### src/gis_pkg.sv
`timescale 1ns / 1ps
// Shared package of the gray image scaler: field widths, register indexes,
// reset values, controller/datapath command and status types, and the color mapping.
// No dependencies.
package gis_pkg;

    localparam int STORE_DEPTH_DEF    = 32768;
    localparam int MAX_SHOWN_SIDE_DEF = 240;

    localparam int GRAY_W     = 8;
    localparam int STORE_AW   = 15;
    localparam int IN_TDATA_W = 24;
    localparam int PIX_W      = 16;
    localparam int SRC_W_W    = 9;
    localparam int SIDE_W     = 8;
    localparam int CFG_IDX_W  = 3;
    localparam int CFG_DATA_W = 9;

    localparam int DIVIDEND_W = 18;
    localparam int RADIX_BITS = 2;
    localparam int ROWQ_W     = 16;
    localparam int COLQ_W     = 17;
    localparam int PROD_W     = ROWQ_W + SRC_W_W;
    localparam int ADDR_W     = PROD_W + 1;

    localparam logic REQ_WRITE = 1'b0;
    localparam logic REQ_FETCH = 1'b1;

    localparam logic [CFG_IDX_W-1:0] CFG_SOURCE_WIDTH   = 3'd0;
    localparam logic [CFG_IDX_W-1:0] CFG_SOURCE_HEIGHT  = 3'd1;
    localparam logic [CFG_IDX_W-1:0] CFG_SHOWN_WIDTH    = 3'd2;
    localparam logic [CFG_IDX_W-1:0] CFG_SHOWN_HEIGHT   = 3'd3;
    localparam logic [CFG_IDX_W-1:0] CFG_BINARIZE_LEVEL = 3'd4;

    localparam logic [SRC_W_W-1:0] SOURCE_WIDTH_RST   = 9'd188;
    localparam logic [SIDE_W-1:0]  SOURCE_HEIGHT_RST  = 8'd120;
    localparam logic [SIDE_W-1:0]  SHOWN_WIDTH_RST    = 8'd160;
    localparam logic [SIDE_W-1:0]  SHOWN_HEIGHT_RST   = 8'd80;
    localparam logic [GRAY_W-1:0]  BINARIZE_LEVEL_RST = 8'd0;

    localparam logic [PIX_W-1:0] RED_BLUE_MASK = 16'h001f;
    localparam logic [PIX_W-1:0] GREEN_MASK    = 16'h003f;
    localparam logic [PIX_W-1:0] COLOR_WHITE   = 16'hffff;
    localparam logic [PIX_W-1:0] COLOR_BLACK   = 16'h0000;

    typedef struct packed {
        logic wr;
        logic capture;
        logic div_step;
        logic addr_calc;
        logic mem_rd;
        logic out_load;
    } t_dp_cmd;

    typedef struct packed {
        logic fetch_req;
    } t_dp_sts;

    function automatic logic [PIX_W-1:0] to_color(input logic [GRAY_W-1:0] g,
                                                  input logic [GRAY_W-1:0] level);
        logic [PIX_W-1:0] g_ext;
        logic [PIX_W-1:0] c;
        g_ext = PIX_W'(g);
        if (level == '0) begin
            c = ((RED_BLUE_MASK & (g_ext >> 3)) << 11)
              | ((GREEN_MASK & (g_ext >> 2)) << 5)
              | (RED_BLUE_MASK & (g_ext >> 3));
        end else if (g < level) begin
            c = COLOR_BLACK;
        end else begin
            c = COLOR_WHITE;
        end
        return c;
    endfunction

endpackage

### src/gis_ctrl.sv
`timescale 1ns / 1ps
// Controller of the gray image scaler: sequences one fetch through division,
// addressing, store read and output load, and owns the handshake flags. Depends on gis_pkg.
module gis_ctrl (
    input  logic             i_clk,
    input  logic             i_rst_n,
    input  logic             i_s_tvalid,
    output logic             o_s_tready,
    output logic             o_m_tvalid,
    input  logic             i_m_tready,
    input  gis_pkg::t_dp_sts i_sts,
    output gis_pkg::t_dp_cmd o_cmd
);

    localparam int DIV_STEPS  = gis_pkg::DIVIDEND_W / gis_pkg::RADIX_BITS;
    localparam int STEP_CNT_W = $clog2(DIV_STEPS);

    typedef enum logic [2:0] {
        S_IDLE,
        S_DIV,
        S_ADDR,
        S_READ,
        S_OUT
    } t_state;

    t_state                r_state;
    logic [STEP_CNT_W-1:0] r_step_cnt;
    logic                  r_out_valid;
    logic                  w_accept;
    logic                  w_out_free;

    assign o_s_tready = (r_state == S_IDLE);
    assign w_accept   = o_s_tready && i_s_tvalid;
    assign w_out_free = !r_out_valid || i_m_tready;
    assign o_m_tvalid = r_out_valid;

    always_comb begin
        o_cmd           = '0;
        o_cmd.wr        = w_accept && !i_sts.fetch_req;
        o_cmd.capture   = w_accept && i_sts.fetch_req;
        o_cmd.div_step  = (r_state == S_DIV);
        o_cmd.addr_calc = (r_state == S_ADDR);
        o_cmd.mem_rd    = (r_state == S_READ);
        o_cmd.out_load  = (r_state == S_OUT) && w_out_free;
    end

    always_ff @(posedge i_clk) begin
        if (!i_rst_n) begin
            r_state     <= S_IDLE;
            r_step_cnt  <= '0;
            r_out_valid <= 1'b0;
        end else begin
            if (o_cmd.out_load) begin
                r_out_valid <= 1'b1;
            end else if (i_m_tready) begin
                r_out_valid <= 1'b0;
            end
            unique case (r_state)
                S_IDLE: begin
                    if (o_cmd.capture) begin
                        r_step_cnt <= '0;
                        r_state    <= S_DIV;
                    end
                end
                S_DIV: begin
                    r_step_cnt <= r_step_cnt + STEP_CNT_W'(1);
                    if (r_step_cnt == STEP_CNT_W'(DIV_STEPS - 1)) begin
                        r_state <= S_ADDR;
                    end
                end
                S_ADDR: begin
                    r_state <= S_READ;
                end
                S_READ: begin
                    r_state <= S_OUT;
                end
                S_OUT: begin
                    if (w_out_free) begin
                        r_state <= S_IDLE;
                    end
                end
                default: begin
                    r_state <= S_IDLE;
                end
            endcase
        end
    end

    a_step_bound: assert property (@(posedge i_clk) disable iff (!i_rst_n)
        (r_state == S_DIV) |-> (r_step_cnt < STEP_CNT_W'(DIV_STEPS)))
        else $error("divider step count ran past the last step");

    a_fetch_starts: assert property (@(posedge i_clk) disable iff (!i_rst_n)
        (w_accept && i_sts.fetch_req) |=> (r_state == S_DIV && r_step_cnt == '0))
        else $error("accepted fetch did not start the divider");

    a_no_overwrite: assert property (@(posedge i_clk) disable iff (!i_rst_n)
        (r_out_valid && !i_m_tready) |-> !o_cmd.out_load)
        else $error("output register loaded while holding an untaken result");

endmodule

### config.mk
export PLATFORM = sky130hd
export DESIGN_NAME = gis_ctrl
export DESIGN_NICKNAME = d
export VERILOG_FILES = /design/src/gis_pkg.sv /design/src/gis_ctrl.sv
export SDC_FILE = /design/constraint.sdc
export NUM_CORES = 1
export LEC_CHECK = 0
export BUFFER_PORTS_ARGS = -buffer_cell sky130_fd_sc_hd__buf_2
export CAP_MARGIN = 20
export CORE_AREA = 2 2 39 41
export CTS_CLUSTER_DIAMETER = 80
export CTS_CLUSTER_SIZE = 25
export DETAILED_ROUTE_END_ITERATION = 10
export DIE_AREA = 0 0 41 43
export SKIP_LAST_GASP = 1
export SYNTH_ARGS = -nofsm -noshare
export SYNTH_HDL_FRONTEND = slang
export SYNTH_SLANG_ARGS = --single-unit
### constraint.sdc
create_clock -name i_clk -period 1.35 [get_ports i_clk]
set_input_delay 0.135 -clock i_clk [delete_from_list [all_inputs] [get_ports i_clk]]
set_output_delay 0.135 -clock i_clk [all_outputs]
set_load 0.005 [all_outputs]
==> results by group <==
STA
  – Clk_skew: 3.075 ps
  – Final critical-path share of the clock period: 98.37%
  – Hold Vio Cnt, Final: 0
  – Final number of setup-violating endpoints: 0
  – Worst Hold Slack: 205.8 ps
  – Achievable Freq: 753.0 MHz
  – Slew Limit Fails: 0
  – RSZ-0062 raised after global routing: true
  – Max_slew headroom: 80.38%
  – Tmin final: 1328 ps
  – Worst slew pin tran: 292.1 ps

Cells and area
  – Most common cell after layout, fill and taps aside: buf_2
  – Post-layout instance area: 599.3 um2
  – Ant. Diodes: 0
  – Layout cells sized above 1: 42.65%
  – Filler Cells Inserted: 154
  – Area growth, synth to finish: 32.69%
  – Most frequent cells in the layout: buf_2 (12), nor2_1 (5), a21oi_1 (5), dfxtp_1 (5)
  – Final #Nets: 77

Global routing
  – Vias in the first global route: 326
  – GRT Total Usage: 10.97%
  – Total grt overflow: 0
  – Largest net degree at the start of global routing: 11
  – Antenna violations before repair: 0
  – Global-route wire length before repair: 1.283 mm

Die
  – IO Pins: 13
  – Die area: 1763 um2
  – # rows: 14
  – Core area: 1384 um2
  – Die X: 41 um
  – Die H: 43 um
  – Initial Util: 32.64%

Power
  – Pwr Density: 1182 nW/um2
  – P_leak: 0.0002594 uW
  – Max VDD drop: 0.0004084 V

Worst hold path
  – Hold Startpoint: i_m_tready
  – Hold depth: 4
  – Worst hold path type: in2reg
  – Hold worst-path end: r_state[2]

Place
  – Port Buffers: 12
  – Placer Congestion: 0.7464
  – Post-DP Area: 524.3 um2
  – DP Wirelength: 625.8 um

Drt
  – Avg WL per Cell: 10.99 um
  – 1st-iter DRT viols: 13
  – Residual DRC: 0
  – First-pass iteration count of the detailed router: 4
  – ANT nets after route: 0
  – Detailed-route via count: 425
  – Vias per cell: 5.060
  – Total Wirelength: 923 um

Logic synthesis
  – Post-Synthesis Cells: 51
  – Synth unique cells: 24
  – Syn avg cell area: 8.857 um2
  – Ys Warns: 0
  – FF+latch count, synth: 8
  – Mapped cell area: 451.7 um2
  – Sequential-to-total area share from yosys stat: 35.46%
  – Syn Nets: 58

CTS
  – Clock buffer depth: 2
  – CTS Buf Count: 3
  – Clock-pin transition on the worst setup and hold timing paths: 60 ps
  – Cts hold-fix bufs: 0
  – Clock Root Buffer: clkbuf_4
  – Clk Latency, worst-skew pair: 250 ps
  – Sink Count: 8
  – Htree depth: 1
  – TritonCTS clock tree: yes

Worst setup path
  – FF-to-FF End: r_state[1]
  – Critical path class: reg2out
  – Setup crit start kind: register
  – FF-to-FF path depth: 5
  – Worst-path fanout max: 7
  – Required @ worst endpoint: 1220 ps
  – Arr. time, crit path: 1190 ps
  – R2R Path Start: r_step_cnt[0]
  – R2R setup slack: 150 ps
  – CP Capture Type: output pin

Status
  – Outcome: finished, final reports clean

Run
  – Number of max-cap violations: 0
-- cells by family after synthesis --
family / Yosys count / share of synthesized area, %
adder cells (fa/ha/maj): 2 / 5.539
flip-flops: 8 / 35.46
AO/OA/AOI/OAI: 10 / 13.85
AND/OR/NAND/NOR: 23 / 32.13
buffers and inverters: 6 / 9.141
XOR/XNOR: 2 / 3.879
-- synthesized netlist by cell type, drive strengths merged --
cell type	number	area share (%)
dfxtp	8	35
a21oi	5	5.5
nor2	5	4.2
nand2	4	3.3
buf	3	6.6
inv	3	2.5
nor3	3	3.3
nor3b	3	7.5
ha	2	5.5
nor2b	2	2.8
xnor2	2	3.9
a211oi	1	1.7
a311oi	1	1.9
a41oi	1	1.9
and3	1	1.4
and3b	1	2.2
and4bb	1	2.8
nand3	1	1.1
nor4b	1	1.9
o21ai	1	1.1
o31ai	1	1.7
or3	1	1.7
-- report_power, final --
part	total, uW	switching [uW]	internal [uW]
clock	184	82.1	102
sequential	316	54.1	262
combinational	208	88.4	120
total	708	225	484
-- flip-flops by register name, indices dropped and copies added (netlist names) --
| name | cells |
|---|---|
| r_step_cnt | 4 |
| o_m_tvalid | 1 |
| r_state | 3 |
-- through the flow --
stage	instances	total power (uW)	setup slack [ps]	utilization (%)	TNS (ps)
5_1_grt	84	755.1	-49.95	43.31	-91.10
6_report	84	708.3	21.99	43.31	0
3_3_place_gp	79	488.2	154.8	37.88	0
4_1_cts	82	688.6	14.41	40.51	0
3_5_place_dp	79	489.1	140.5	37.88	0
2_1_floorplan	51	435.4	229.0	-	0
-- layer usage --
metal	track usage, %	routed length [um]
met5	0	0
met2	14.69	420
met4	10.00	12
met1	13.27	449
met3	3.141	40
-- layout make-up --
cell class	count	area [um2]	area share, %
inverters	3	11.26	1.879
clock buffers	3	22.52	3.758
well taps	16	20.02	3.340
repair buffers	17	101.3	16.91
multi-input cells	37	272.8	45.51
flip-flops and latches	8	171.4	28.60
-- repair_timing --
action / CTS / global route
pin swaps: 0 / 2
resized for setup: 5 / 6
setup buffers: 0 / 2
hold endpoints to repair: 0 / 0
endpoints found under the setup margin: 4 / 3
-- worst max path at each step --
| stage | startpoint | cells after the start | to | slack, ps |
|---|---|---|---|---|
| floorplan | r_state[1] | 4 | r_step_cnt[2] | 230 |
| global placement | r_step_cnt[0] | 5 | r_state[1] | 150 |
| detailed placement | r_state[1] | 3 | r_state[0] | 140 |
| CTS | r_state[1] | 3 | o_cmd[4] | 10 |
| global route | r_state[0] | 4 | o_cmd[0] | -50 |
| finish | r_state[0] | 4 | o_cmd[1] | 20 |
-- critical path, cell delays in order (launching register included) --
cell and delay [ps]:
dfxtp_4 370, buf_6 130, buf_4 130, and3b_2 190, buf_2 120
Power figures use the tool's default switching activity.
